[src/rtl/core/kpsd_pkg.sv]
// ----------------------------------------------------------------------------
// kpsd_pkg
// Shared constants and types for the keypad scanner with key debounce.
// ----------------------------------------------------------------------------
`default_nettype none

package kpsd_pkg;

    // Default geometry
    localparam int NUM_COLUMNS_DEF  = 4;
    localparam int NUM_ROWS_DEF     = 4;
    localparam int HISTORY_BITS_DEF = 8;

    // Upper bounds of the geometry, used to zero-extend the narrow fields
    localparam int MAX_ROWS         = 8;
    localparam int MAX_HISTORY_BITS = 16;

    // Field widths on the ports
    localparam int ROW_BITS_W     = 4;
    localparam int COL_DRIVE_W    = 4;
    localparam int KEY_W          = 4;
    localparam int PATTERN_W      = 8;
    localparam int IN_TDATA_W     = 8;
    localparam int OUT_TDATA_W    = 16;
    localparam int OUT_FIELDS_W   = COL_DRIVE_W + 2 * (1 + KEY_W);
    localparam int APB_ADDR_W     = 3;
    localparam int APB_DATA_W     = 32;

    // Register reset values
    localparam logic [PATTERN_W-1:0] PRESS_PATTERN_RST   = 8'd1;
    localparam logic [PATTERN_W-1:0] RELEASE_PATTERN_RST = 8'd254;

    // Register index, taken from the word address
    localparam logic REG_IDX_PRESS   = 1'b0;
    localparam logic REG_IDX_RELEASE = 1'b1;

    // Result of one pattern search
    typedef struct packed {
        logic             valid;
        logic [KEY_W-1:0] key;
    } t_match;

endpackage

`default_nettype wire

[src/rtl/core/kpsd_match.sv]
// ----------------------------------------------------------------------------
// kpsd_match
// Compares every key history with a pattern; lowest matching key wins.
// ----------------------------------------------------------------------------
`default_nettype none

module kpsd_match #(
    parameter int NUM_KEYS     = kpsd_pkg::NUM_COLUMNS_DEF * kpsd_pkg::NUM_ROWS_DEF,
    parameter int HISTORY_BITS = kpsd_pkg::HISTORY_BITS_DEF
) (
    input  wire logic [HISTORY_BITS-1:0] i_hist [NUM_KEYS],
    input  wire logic [HISTORY_BITS-1:0] i_pattern,
    output kpsd_pkg::t_match             o_match
);

    // Walk downwards so the lowest index is the one left standing
    always_comb begin
        o_match = '0;
        for (int k = NUM_KEYS - 1; k >= 0; k--) begin
            if (i_hist[k] == i_pattern) begin
                o_match.valid = 1'b1;
                o_match.key   = kpsd_pkg::KEY_W'(k);
            end
        end
    end

endmodule

`default_nettype wire

[src/rtl/core/keypad_scan_debounce.sv]
// ----------------------------------------------------------------------------
// keypad_scan_debounce
// Matrix keypad column scanner with a shift-register debounce per key.
// ----------------------------------------------------------------------------
// Usage:
//  - Slave stream: one transfer per scan tick, tdata[3:0] holds the row lines
//    sampled while the current column was driven.
//  - Master stream: one transfer per scan tick: next column drive, and the
//    lowest key whose history equals the press / release pattern.
//  - APB: press pattern at 0x0, release pattern at 0x4 (low 8 bits). Write
//    only while the stream is quiet.
//  - Result: registered, presented in the cycle after the tick is accepted.
//  - Throughput: one tick per cycle while the sink is ready; history update,
//    compare and priority encode all sit between the key history registers
//    and the result register.
//  - Stall: the result register holds while the master side is stalled; a
//    new tick is taken in the same cycle the waiting result leaves, so
//    tready drops only while a result waits and the sink is not ready.
//  - Reset: histories cleared, column 0, patterns back to 1 / 254, master
//    stream empty.
// ----------------------------------------------------------------------------
`default_nettype none

module keypad_scan_debounce #(
    parameter int NUM_COLUMNS  = kpsd_pkg::NUM_COLUMNS_DEF,
    parameter int NUM_ROWS     = kpsd_pkg::NUM_ROWS_DEF,
    parameter int HISTORY_BITS = kpsd_pkg::HISTORY_BITS_DEF
) (
    input  wire logic                              i_clk,
    input  wire logic                              i_rst_n,
    // slave stream
    input  wire logic                              i_s_axis_tvalid,
    output logic                                   o_s_axis_tready,
    // tdata: [3:0] row_bits, [7:4] zero
    input  wire logic [kpsd_pkg::IN_TDATA_W-1:0]   i_s_axis_tdata,
    // master stream
    output logic                                   o_m_axis_tvalid,
    input  wire logic                              i_m_axis_tready,
    // tdata: [3:0] column_drive, [4] press_valid, [8:5] press_key,
    //        [9] release_valid, [13:10] release_key, [15:14] zero
    output logic [kpsd_pkg::OUT_TDATA_W-1:0]       o_m_axis_tdata,
    // APB
    input  wire logic                              i_psel,
    input  wire logic                              i_penable,
    input  wire logic                              i_pwrite,
    input  wire logic [kpsd_pkg::APB_ADDR_W-1:0]   i_paddr,
    input  wire logic [kpsd_pkg::APB_DATA_W-1:0]   i_pwdata,
    output logic [kpsd_pkg::APB_DATA_W-1:0]        o_prdata,
    output logic                                   o_pready
);

    localparam int NUM_KEYS  = NUM_COLUMNS * NUM_ROWS;
    localparam int COL_W     = (NUM_COLUMNS > 1) ? $clog2(NUM_COLUMNS) : 1;
    localparam int ROWS_EXT_W = kpsd_pkg::MAX_ROWS;
    localparam int PAT_EXT_W = kpsd_pkg::MAX_HISTORY_BITS;
    localparam int PAD_W     = kpsd_pkg::OUT_TDATA_W - kpsd_pkg::OUT_FIELDS_W;

    logic [HISTORY_BITS-1:0]             r_hist [NUM_KEYS];
    logic [HISTORY_BITS-1:0]             n_hist [NUM_KEYS];
    logic [COL_W-1:0]                    r_col;
    logic [COL_W-1:0]                    n_col;
    logic [kpsd_pkg::PATTERN_W-1:0]      r_press;
    logic [kpsd_pkg::PATTERN_W-1:0]      r_release;
    logic                                r_out_valid;
    logic [kpsd_pkg::OUT_TDATA_W-1:0]    r_out_data;
    logic [kpsd_pkg::OUT_TDATA_W-1:0]    n_out_data;

    logic                                s_accept;
    logic                                cfg_write;
    logic [ROWS_EXT_W-1:0]               rows_ext;
    logic [kpsd_pkg::COL_DRIVE_W-1:0]    col_drive;
    logic [PAT_EXT_W-1:0]                press_ext;
    logic [PAT_EXT_W-1:0]                release_ext;
    kpsd_pkg::t_match                    press_match;
    kpsd_pkg::t_match                    release_match;

    assign o_s_axis_tready = !r_out_valid || i_m_axis_tready;
    assign s_accept        = i_s_axis_tvalid && o_s_axis_tready;
    assign rows_ext        = ROWS_EXT_W'(i_s_axis_tdata[kpsd_pkg::ROW_BITS_W-1:0]);

    // Shift the sampled rows into the histories of the driven column
    always_comb begin
        for (int c = 0; c < NUM_COLUMNS; c++) begin
            for (int r = 0; r < NUM_ROWS; r++) begin
                n_hist[c*NUM_ROWS + r] = r_hist[c*NUM_ROWS + r];
                if (s_accept && (32'(r_col) == c)) begin
                    n_hist[c*NUM_ROWS + r] =
                        {r_hist[c*NUM_ROWS + r][HISTORY_BITS-2:0], rows_ext[r]};
                end
            end
        end
    end

    always_comb begin
        if (32'(r_col) == NUM_COLUMNS - 1) begin
            n_col = '0;
        end else begin
            n_col = r_col + 1'b1;
        end
        // columns beyond the drive field show as no drive
        for (int i = 0; i < kpsd_pkg::COL_DRIVE_W; i++) begin
            col_drive[i] = (32'(n_col) == i);
        end
    end

    assign press_ext   = PAT_EXT_W'(r_press);
    assign release_ext = PAT_EXT_W'(r_release);

    kpsd_match #(
        .NUM_KEYS     (NUM_KEYS),
        .HISTORY_BITS (HISTORY_BITS)
    ) u_press_match (
        .i_hist    (n_hist),
        .i_pattern (press_ext[HISTORY_BITS-1:0]),
        .o_match   (press_match)
    );

    kpsd_match #(
        .NUM_KEYS     (NUM_KEYS),
        .HISTORY_BITS (HISTORY_BITS)
    ) u_release_match (
        .i_hist    (n_hist),
        .i_pattern (release_ext[HISTORY_BITS-1:0]),
        .o_match   (release_match)
    );

    assign n_out_data = {{PAD_W{1'b0}},
                         release_match.key, release_match.valid,
                         press_match.key, press_match.valid,
                         col_drive};

    always_ff @(posedge i_clk) begin
        if (!i_rst_n) begin
            for (int k = 0; k < NUM_KEYS; k++) begin
                r_hist[k] <= '0;
            end
            r_col       <= '0;
            r_out_valid <= 1'b0;
        end else begin
            r_hist <= n_hist;
            if (s_accept) begin
                r_col       <= n_col;
                r_out_valid <= 1'b1;
            end else if (i_m_axis_tready) begin
                r_out_valid <= 1'b0;
            end
        end
    end

    always_ff @(posedge i_clk) begin
        if (s_accept) begin
            r_out_data <= n_out_data;
        end
    end

    assign o_m_axis_tvalid = r_out_valid;
    assign o_m_axis_tdata  = r_out_data;

    // APB registers
    assign o_pready  = 1'b1;
    assign cfg_write = i_psel && i_penable && i_pwrite && o_pready;

    always_ff @(posedge i_clk) begin
        if (!i_rst_n) begin
            r_press   <= kpsd_pkg::PRESS_PATTERN_RST;
            r_release <= kpsd_pkg::RELEASE_PATTERN_RST;
        end else if (cfg_write) begin
            case (i_paddr[2])
                kpsd_pkg::REG_IDX_PRESS: begin
                    r_press <= i_pwdata[kpsd_pkg::PATTERN_W-1:0];
                end
                kpsd_pkg::REG_IDX_RELEASE: begin
                    r_release <= i_pwdata[kpsd_pkg::PATTERN_W-1:0];
                end
                default: begin
                end
            endcase
        end
    end

    always_comb begin
        case (i_paddr[2])
            kpsd_pkg::REG_IDX_PRESS:   o_prdata = kpsd_pkg::APB_DATA_W'(r_press);
            kpsd_pkg::REG_IDX_RELEASE: o_prdata = kpsd_pkg::APB_DATA_W'(r_release);
            default:                   o_prdata = '0;
        endcase
    end

    // ------------------------------------------------------------------------
    // Assertions
    // ------------------------------------------------------------------------
    a_col_range: assert property (@(posedge i_clk) disable iff (!i_rst_n)
        32'(r_col) < NUM_COLUMNS)
        else $error("column counter out of range");

    a_accept_gives_result: assert property (@(posedge i_clk) disable iff (!i_rst_n)
        s_accept |=> o_m_axis_tvalid)
        else $error("accepted tick produced no result");

    a_col_advances: assert property (@(posedge i_clk) disable iff (!i_rst_n)
        s_accept |=> (r_col != $past(r_col)))
        else $error("column did not advance on a tick");

    a_no_match_zero_key: assert property (@(posedge i_clk) disable iff (!i_rst_n)
        o_m_axis_tvalid |->
            ((o_m_axis_tdata[4] || (o_m_axis_tdata[8:5] == '0)) &&
             (o_m_axis_tdata[9] || (o_m_axis_tdata[13:10] == '0))))
        else $error("key reported without a match");

endmodule

`default_nettype wire

[config.mk]
export PLATFORM = sky130hd
export DESIGN_NAME = keypad_scan_debounce
export DESIGN_NICKNAME = d
export VERILOG_FILES = /design/src/rtl/core/kpsd_pkg.sv /design/src/rtl/core/kpsd_match.sv /design/src/rtl/core/keypad_scan_debounce.sv
export SDC_FILE = /design/constraint.sdc
export NUM_CORES = 1
export LEC_CHECK = 0
export BUFFER_PORTS_ARGS = -buffer_cell sky130_fd_sc_hd__buf_2
export CELL_PAD_IN_SITES_DETAIL_PLACEMENT = 1
export CELL_PAD_IN_SITES_GLOBAL_PLACEMENT = 1
export CORE_ASPECT_RATIO = 1.4
export CORE_MARGIN = 4
export CORE_UTILIZATION = 52
export DETAILED_ROUTE_END_ITERATION = 8
export PLACE_DENSITY = 0.95
export SLEW_MARGIN = 25
export SYNTH_ARGS = -nofsm -noshare
export SYNTH_HDL_FRONTEND = slang
export SYNTH_HIERARCHICAL = 1
export SYNTH_SLANG_ARGS = --single-unit
[constraint.sdc]
create_clock -name i_clk -period 5.9 [get_ports i_clk]
set_input_delay 1.18 -clock i_clk [delete_from_list [all_inputs] [get_ports i_clk]]
set_output_delay 1.18 -clock i_clk [all_outputs]
set_load 0.03 [all_outputs]
==> flow_metrics.py, run 1 <==
metrics = {
    "cts": {
        "clk-insertion-delay-late_ns": 0.45,
        "path_clk_slew_ns": 0.07,
        "cts_resized": 0,
        "cts.sinks": 161,
        "post_cts_buffers": 0,
        "htree_levels": 4,
        "tritoncts": "built",
        "clock_path_buffers": 2,
        "cts_root_buf": "clkbuf_16",
        "cts_buffers": 17,
        "cts_hold_buf": 0,
    },
    "floorplanning": {
        "core_region_area_um2": 22400,
        "die_y_um": 187,
        "die_x_um": 136,
        "die-area_um2": 25300,
        "start_util": 0.527,
        "ios": 101,
        "row_count": 65,
    },
    "pwr": {
        "p_total_w": 0.00264,
        "ir_drop_mv": 0.198,
        "powerDensity_nw_per_um2": 215,
        "p_leak_nw": 4.82,
    },
    "sta": {
        "hold_viol_final": 0,
        "setup_viol": 0,
        "finalSetupTns_ns": 0,
        "min_period_over_period": 0.723,
        "worst_pin_slew_ns": 0.979,
        "skew_ns": 0.00997,
        "fmax_mhz": 234,
        "rsz0062_at_grt": "false",
        "min_period_ns": 4.27,
        "slew_headroom": 0.347,
        "finalMaxSlewViolations": 0,
    },
    "synthesis": {
        "ys.flop_type": "dfxtp_1",
        "synth_area_um2": 11800,
        "synth_edf_count": 14,
        "synth_area_leaders": "dfxtp_1 25%, mux2_4 14%, xor2_1 12%",
        "ys_ff_latch": 161,
        "ys_seq_area_frac": 0.284,
        "syn_inst": 1153,
        "async_flop_share": 0,
        "synth_top_area_share": 0.249,
        "syn_avg_cell_area_um2": 10.3,
        "synth.distinct_cells": 44,
        "yosysWarningCount": 6,
        "synth.most_common_cell": "nand2_1",
        "synth_top_cell_by_area": "dfxtp_1",
        "synth_common_cells": "181 x nand2_1, 160 x xor2_1, 147 x dfxtp_1, 129 x mux2i_1, 112 x mux2_4",
    },
    "placed_design": {
        "placed_cells": 1436,
        "dp.final_hpwl_um": 23300,
        "place_congestion": 0.820,
        "placed_cell_area_um2": 11700,
        "port_buffers": 43,
    },
    "job": {
        "drv_cap": 0,
    },
    "layout": {
        "nFillCells": 2530,
        "stdcell_area_um2": 12300,
        "post-route-util": 0.547,
        "diodes": 0,
        "syn_to_final_growth_pct": 3.64,
        "final_cells": 1468,
        "regArea_um2": 3360,
        "nNetsFinal": 1212,
        "drive_above_1_share": 0.227,
        "multiInputGateArea_um2": 7550,
    },
    "critical_path": {
        "critPathSlowestCell": "and3_4",
        "cp-start-kind": "input pin",
        "cp_cell_sequence": "buf_2, nand2b_4, and3_4, buf_4, mux2_4, xor2_1, nor4_2, nand2_1, nand4b_1, nor4b_1, nand2_1",
        "critical_path_class": "in -> reg",
        "slowest_delay_ns": 0.81,
        "cp-end-kind": "flop",
        "cp.required_ns": 6.06,
        "r2r_slack_ns": 1.89,
        "crit_end": "o_m_axis_tdata[4]",
        "cp.depth": 11,
        "critPathBufInv": 2,
        "r2r_end": "o_m_axis_tdata[4]",
        "worstPathMaxFanout": 54,
        "setup.worst_path.start": "i_m_axis_tready",
        "timing.rr.start": "r_col[0]",
        "cp_top_family": "simple AND/OR/NAND/NOR gates",
        "reg2reg_depth": 10,
        "critPathMostFrequentCell": "nand2_1",
        "worstPathArrival_ns": 4.43,
    },
    "routing": {
        "totalWireLength_um": 35100,
        "wl_per_cell_um": 23.9,
        "vias": 8790,
        "drc": 0,
        "vias_per_cell": 5.99,
        "ant_nets": 0,
        "initialDrtViolationCount": 595,
        "dr.pass1.iters": 5,
    },
    "worst_hold_path": {
        "hp-class": "reg -> reg",
    },
    "status": {
        "status": "finished clean",
    },
    "global_routing": {
        "track_usage": 0.275,
        "grt_pass1_wl_um": 54200,
        "grt_pass1_vias": 9776,
        "overflow": 0,
        "antenna_found_initial": 0,
        "grt_max_degree": 90,
    },
}
cell families (layout without fill, tap and decap cells):
| family | count (synthesis) | count (layout) | share of synthesized area |
|---|---|---|---|
| DFF | 161 | 161 | 0.284 |
| xor gates and xnor gates | 256 | 256 | 0.189 |
| and+or+nand+nor | 303 | 303 | 0.130 |
| adders and majority gates | 8 | 8 | 0.00846 |
| AOI/OAI and AO/OA | 46 | 46 | 0.0275 |
| other | 2 | 27 | 0.000634 |
| buffers and inverters | 112 | 101 | 0.0862 |
| muxes | 265 | 265 | 0.274 |
worst reg2reg max path: stages (launching register included):
cell	delay [ns]
dfxtp_1	0.50
ha_1	0.24
and3_4	0.80
buf_4	0.45
mux2_4	0.35
xor2_1	0.24
nor4_2	0.13
nand2_1	0.08
nand4b_1	0.14
nor4b_1	0.68
nand2_1	0.14
worst min path at each step:
stage,from,to,slack [ns],cells past startpoint
after floorplan,r_hist[103],r_hist[103],0.43,2
after global placement,r_hist[79],r_hist[79],0.44,2
after detailed placement,r_hist[103],r_hist[103],0.45,2
after CTS,r_hist[31],r_hist[31],0.47,2
after global routing,r_hist[31],r_hist[31],0.48,2
final,r_hist[31],r_hist[31],0.46,2
per-layer routing:
layer | global-route usage | vias up | wire length, um
li1 | - | 3907 | -
met1 | 0.294 | 4382 | 12900
met2 | 0.488 | 349 | 18200
met3 | 0.0502 | 152 | 1840
met4 | 0.177 | 0 | 2120
met5 | 0 | - | 0
layout by cell type, fill, tap and decap left out, drive strengths merged, types with 8 or more instances in the layout:
cell type  synthesis  final
nand2            183    183
xor2             160    160
dfxtp            147    147
mux2             136    136
mux2i            129    129
xnor2             96     96
buf               91     66
nor4              42     42
nand4             27     27
conb               2     27
clkbuf            18     17
o21ai             17     17
nand3             16     16
nor2              15     15
inv                3     15
edfxtp            14     14
ha                 8      8
a21oi              8      8
cell type report:
| cell class | count | area share |
|---|---|---|
| multi-input combinational | 905 | 0.615 |
| clock inverter | 15 | 0.0115 |
| clock buffer | 17 | 0.0347 |
| tap | 301 | 0.0307 |
| sequential | 161 | 0.274 |
| timing repair buffer | 66 | 0.0328 |
| inverter | 3 | 0.000918 |
per-stage QoR:
| stage | setup slack, ns | hold WS [ns] |
|---|---|---|
| 2_1_floorplan | 2.43 | 0.432 |
| 3_3_place_gp | 1.55 | 0.441 |
| 3_5_place_dp | 1.29 | 0.455 |
| 4_1_cts | 1.77 | 0.467 |
| 5_1_grt | 1.54 | 0.482 |
| 6_report | 1.63 | 0.462 |
where the power goes:
part / total, W / internal, W / switching [W]
Sequential: 0.00114 / 0.00112 / 0.0000176
Clock: 0.00109 / 0.000561 / 0.000528
Combinational: 0.000409 / 0.000141 / 0.000267
Total: 0.00264 / 0.00183 / 0.000813
registers in the layout (all words and copies together), names as in the netlist:
| register | cells |
|---|---|
| o_m_axis_tdata | 14 |
| o_m_axis_tvalid | 1 |
| r_hist | 128 |
| r_col | 2 |
| r_release | 8 |
| r_press | 8 |
Power figures use the tool's default switching activity.
==> inputs of run 2 (changes only) <==
--- a/config.mk
+++ b/config.mk
@@ -10,9 +10,9 @@
 export CELL_PAD_IN_SITES_GLOBAL_PLACEMENT = 1
 export CORE_ASPECT_RATIO = 1.4
 export CORE_MARGIN = 4
-export CORE_UTILIZATION = 52
+export CORE_UTILIZATION = 44
 export DETAILED_ROUTE_END_ITERATION = 8
-export PLACE_DENSITY = 0.95
+export PLACE_DENSITY = 0.9
 export SLEW_MARGIN = 25
 export SYNTH_ARGS = -nofsm -noshare
 export SYNTH_HDL_FRONTEND = slang
==> constraint.sdc (replaced) <==
create_clock -name i_clk -period 3.8 [get_ports i_clk]
set_input_delay 0.76 -clock i_clk [delete_from_list [all_inputs] [get_ports i_clk]]
set_output_delay 0.76 -clock i_clk [all_outputs]
set_load 0.03 [all_outputs]
==> flow_metrics.py, run 2 (synthesized netlist as in run 1, its figures left out) <==
metrics = {
    "cts": {
        "cts.sinks": 161,
        "cts_hold_buf": 0,
        "cts_root_buf": "clkbuf_16",
        "tritoncts": "built",
        "cts_buffers": 17,
        "clock_path_buffers": 2,
        "path_clk_slew_ns": 0.07,
        "clk-insertion-delay-late_ns": 0.45,
        "cts_resized": 0,
        "post_cts_buffers": 0,
        "htree_levels": 4,
    },
    "layout": {
        "stdcell_area_um2": 12600,
        "final_common_cell": "nand2_1",
        "nNetsFinal": 1235,
        "largest_register_ffs": 128,
        "largest-register": "r_hist",
        "drive_above_1_share": 0.242,
        "diodes": 0,
        "syn_to_final_growth_pct": 6.86,
        "final_cell_mix": "181 x nand2_1, 160 x xor2_1, 147 x dfxtp_1",
        "nFillCells": 2924,
    },
    "critical_path": {
        "critPathSlowestCell": "dfxtp_1",
        "cp_cell_sequence": "ha_1, and3_4, buf_12, buf_4, mux2_4, xnor2_1, nand4_1, nor2_1, nor3_1, a211oi_1, o22ai_1",
        "cp_top_family": "simple AND/OR/NAND/NOR gates",
        "cp-end-kind": "flop",
        "timing.rr.start": "r_col[0]",
        "worstPathMaxFanout": 15,
        "r2r_end": "o_m_axis_tdata[10]",
        "worstPathArrival_ns": 3.70,
        "slowest_delay_ns": 0.47,
        "critical_path_class": "reg -> reg",
        "cp-start-kind": "flop",
        "reg2reg_depth": 11,
        "r2r_slack_ns": 0.27,
        "cp.required_ns": 3.96,
        "critPathBufInv": 2,
    },
    "floorplanning": {
        "die_y_um": 202,
        "row_count": 70,
        "core_region_area_um2": 26400,
        "die_x_um": 147,
        "ios": 101,
        "start_util": 0.449,
        "die-area_um2": 29600,
    },
    "sta": {
        "hold_viol_final": 0,
        "worst_pin_slew_ns": 1.07,
        "finalSetupTns_ns": 0,
        "fmax_mhz": 283,
        "min_period_ns": 3.53,
        "setup_viol": 0,
        "min_period_over_period": 0.930,
        "skew_ns": 0.0143,
        "slew_headroom": 0.286,
        "rsz0062_at_grt": "false",
        "finalMaxSlewViolations": 0,
        "worst_hold_slack_ns": 0.457,
    },
    "global_routing": {
        "met3_usage": 0.0406,
        "grtUsageMet2": 0.419,
        "grt_pass1_vias": 9879,
        "track_usage": 0.231,
        "antenna_found_initial": 0,
        "gr-max-usage-layer": "met2",
        "grt_pass1_wl_um": 54100,
        "grt_use_met1": 0.239,
        "overflow": 0,
        "grt_max_degree": 86,
    },
    "worst_hold_path": {
        "min_from": "r_hist[23]",
        "hold_depth": 2,
        "hp-class": "reg -> reg",
        "whs_endpoint": "r_hist[23]",
    },
    "job": {
        "drv_cap": 0,
    },
    "placed_design": {
        "place_congestion": 0.844,
        "dp.final_hpwl_um": 23700,
        "port_buffers": 43,
        "placed_cell_area_um2": 12000,
    },
    "routing": {
        "drc": 0,
        "totalWireLength_um": 34500,
        "ant_nets": 0,
        "initialDrtViolationCount": 488,
        "wl_per_cell_um": 22.2,
        "vias_per_cell": 5.64,
        "vias": 8736,
        "dr.pass1.iters": 4,
    },
    "pwr": {
        "ir_drop_mv": 0.303,
        "p_leak_nw": 4.98,
        "powerDensity_nw_per_um2": 338,
    },
    "status": {
        "status": "finished clean",
    },
}
[run 2: cell types whose count changed in the layout (fill, tap and decap cells not counted)]
cell and change:
buf_4 +16, buf_12 +7, bufinv_16 +3, clkinv_2 +3
inv_8 -3, inv_4 -2, clkbuf_8 +1, clkinv_8 -1
inv_6 -1
[run 2: layout make-up]
cell class                      count  area (um^2)  share of cell area
Inverter                            3         11.3            0.000890
Clock inverter                     14          175              0.0138
Clock buffer                       18          439              0.0347
Sequential cell                   161         3360               0.266
Tap cell                          360          450              0.0356
Multi-Input combinational cell    905         7550               0.597
Timing Repair Buffer               89          663              0.0524
[run 2: worst max path at each step]
stage	from	cells after the start	slack (ns)	endpoint
floorplan	i_m_axis_tready	12	0.75	o_m_axis_tdata[10]
global placement	i_m_axis_tready	10	0.23	o_m_axis_tdata[12]
detailed placement	i_m_axis_tready	12	0.13	o_m_axis_tdata[10]
CTS	r_col[0]	11	0.38	o_m_axis_tdata[10]
global route	r_col[0]	11	0.21	o_m_axis_tdata[10]
finish	r_col[0]	11	0.27	o_m_axis_tdata[10]
[run 2: through the flow]
stage	instances	total power, W	setup slack, ns	utilization
2_1_floorplan	1178	0.00233	0.749	-
3_3_place_gp	1518	0.00242	0.227	0.457
3_5_place_dp	1518	0.00245	0.131	0.457
4_1_cts	1550	0.00429	0.382	0.480
5_1_grt	1550	0.00439	0.211	0.480
6_report	1550	0.00428	0.266	0.480
[run 2: power by group]
group	total (W)	switching (W)	internal, W
logic	0.000646	0.000405	0.000241
registers	0.00179	0.0000386	0.00175
clock network	0.00184	0.000783	0.00106
[run 2: per-layer routing]
metal | vias to the layer above | part of all wire
met2 | 279 | 0.51
li1 | 3941 | -
met5 | - | 0
met4 | 0 | 0.066
met3 | 151 | 0.042
met1 | 4365 | 0.38
[run 2: tightest hold or removal path, stage by stage, from the launching register on]
cell	delay (ns)
dfxtp_1	0.31
nand2_1	0.05
mux2i_1	0.05
==> inputs of run 3 (changes only) <==
--- a/config.mk
+++ b/config.mk
@@ -9,10 +9,10 @@
 export CELL_PAD_IN_SITES_DETAIL_PLACEMENT = 1
 export CELL_PAD_IN_SITES_GLOBAL_PLACEMENT = 1
 export CORE_ASPECT_RATIO = 1.4
-export CORE_MARGIN = 4
-export CORE_UTILIZATION = 44
+export CORE_UTILIZATION = 52
+export CTS_CLUSTER_SIZE = 12
 export DETAILED_ROUTE_END_ITERATION = 8
-export PLACE_DENSITY = 0.9
+export PLACE_DENSITY = 0.95
 export SLEW_MARGIN = 25
 export SYNTH_ARGS = -nofsm -noshare
 export SYNTH_HDL_FRONTEND = slang
==> constraint.sdc (replaced) <==
create_clock -name i_clk -period 4.5 [get_ports i_clk]
set_input_delay 0.9 -clock i_clk [delete_from_list [all_inputs] [get_ports i_clk]]
set_output_delay 0.9 -clock i_clk [all_outputs]
set_load 0.03 [all_outputs]
==> flow_metrics.py, run 3 (synthesized netlist as in run 1, its figures left out) <==
metrics = {
    "global_routing": {
        "grt_pass1_vias": 10088,
        "track_usage": 0.325,
        "grt_max_degree": 87,
        "antenna_found_initial": 0,
        "overflow": 0,
        "grt_pass1_wl_um": 56700,
    },
    "floorplanning": {
        "start_util": 0.527,
        "die_y_um": 181,
        "die-area_um2": 23400,
        "die_x_um": 130,
        "core_region_area_um2": 22400,
        "ios": 101,
        "row_count": 65,
    },
    "placed_design": {
        "place_congestion": 0.845,
        "placed_cell_area_um2": 11800,
        "port_buffers": 43,
        "dp.final_hpwl_um": 24000,
    },
    "sta": {
        "finalMaxSlewViolations": 0,
        "min_period_ns": 3.97,
        "setup_viol": 0,
        "skew_ns": 0.0213,
        "worst_pin_slew_ns": 1.11,
        "slew_headroom": 0.256,
        "rsz0062_at_grt": "false",
        "fmax_mhz": 252,
        "finalSetupTns_ns": 0,
        "hold_viol_final": 0,
        "min_period_over_period": 0.882,
    },
    "cts": {
        "path_clk_slew_ns": 0.07,
        "cts_root_buf": "clkbuf_16",
        "tritoncts": "built",
        "cts_buffers": 17,
        "cts_resized": 0,
        "clk-insertion-delay-late_ns": 0.45,
        "clock_path_buffers": 2,
        "htree_levels": 4,
        "cts_hold_buf": 0,
        "cts.sinks": 161,
        "post_cts_buffers": 0,
    },
    "routing": {
        "totalWireLength_um": 37200,
        "wl_per_cell_um": 25.2,
        "dr.pass1.iters": 7,
        "initialDrtViolationCount": 665,
        "drc": 1,
        "vias_per_cell": 6.10,
        "vias": 8986,
        "ant_nets": 0,
    },
    "critical_path": {
        "cp-start-kind": "flop",
        "worstPathArrival_ns": 4.11,
        "cp.required_ns": 4.64,
        "cp-end-kind": "flop",
        "worstPathMaxFanout": 34,
        "critical_path_class": "reg -> reg",
    },
    "layout": {
        "largest-register": "r_hist",
        "largest_register_ffs": 128,
        "drive_above_1_share": 0.234,
        "nNetsFinal": 1218,
        "final_common_cell": "nand2_1",
        "diodes": 0,
        "nFillCells": 2522,
        "stdcell_area_um2": 12400,
        "final_cell_mix": "181 x nand2_1, 160 x xor2_1, 142 x dfxtp_1",
        "syn_to_final_growth_pct": 4.68,
    },
    "status": {
        "status": "finished with violations",
        "violations": "design-rule violations",
    },
    "job": {
        "drv_cap": 0,
    },
    "pwr": {
        "powerDensity_nw_per_um2": 289,
        "ir_drop_mv": 0.223,
        "p_leak_nw": 4.87,
    },
    "worst_hold_path": {
        "hp-class": "reg -> reg",
    },
}
-- run 3: cell type report --
| type | instances | area (um^2) | share of cell area |
|---|---|---|---|
| multi-input cells | 905 | 7550 | 0.609 |
| inverters | 3 | 11.3 | 0.000909 |
| repair buffers | 72 | 485 | 0.0392 |
| clock inverters | 13 | 148 | 0.0119 |
| flip-flops and latches | 161 | 3370 | 0.272 |
| well taps | 301 | 377 | 0.0304 |
| clock buffers | 19 | 454 | 0.0367 |
-- run 3: worst paths after layout --
path / startpoint / endpoint / slack (ns) / cells after the start
worst max-delay path: r_col[0] / o_m_axis_tdata[9] / 0.53 / 10
worst min-delay path: r_hist[127] / r_hist[127] / 0.46 / 2
worst max register to register: r_col[0] / o_m_axis_tdata[9] / 0.53 / 10
worst min register to register: r_hist[127] / r_hist[127] / 0.46 / 2
-- run 3: metal layers --
layer  global-route usage  vias to the layer above  share of wire
met5                    0                        -              0
met4                0.268                        0          0.077
met3               0.0671                      202          0.057
met2                0.562                      447           0.50
met1                0.333                     4430           0.36
li1                     -                     3907              -
-- run 3: power by group --
| group | internal, W | switching, W | leakage (nW) |
|---|---|---|---|
| logic | 0.000190 | 0.000338 | 3.25 |
| clock network | 0.000861 | 0.000671 | 0.291 |
| registers | 0.00148 | 0.0000420 | 1.33 |
| total | 0.00253 | 0.00105 | 4.87 |
-- run 3: critical path, cell delays in order, from the launching register on --
cell and delay (ns):
dfxtp_1 0.49, ha_1 0.24, and3_4 0.58, buf_4 0.28, mux2_2 0.39, xor2_1 0.30
nor4_2 0.14, nand2_1 0.11, nand4b_1 0.14, nor4b_1 0.77, nand2_1 0.18
-- run 3: metrics by stage --
stage	hold slack, ns	total power, W	util	worst slack (ns)	cells
floorplan	0.432	0.00197	-	1.31	1178
global placement	0.441	0.00202	0.525	0.639	1442
detailed placement	0.449	0.00205	0.525	0.454	1442
CTS	0.461	0.00358	0.552	0.773	1474
global route	0.471	0.00367	0.552	0.504	1474
finish	0.457	0.00358	0.552	0.531	1474
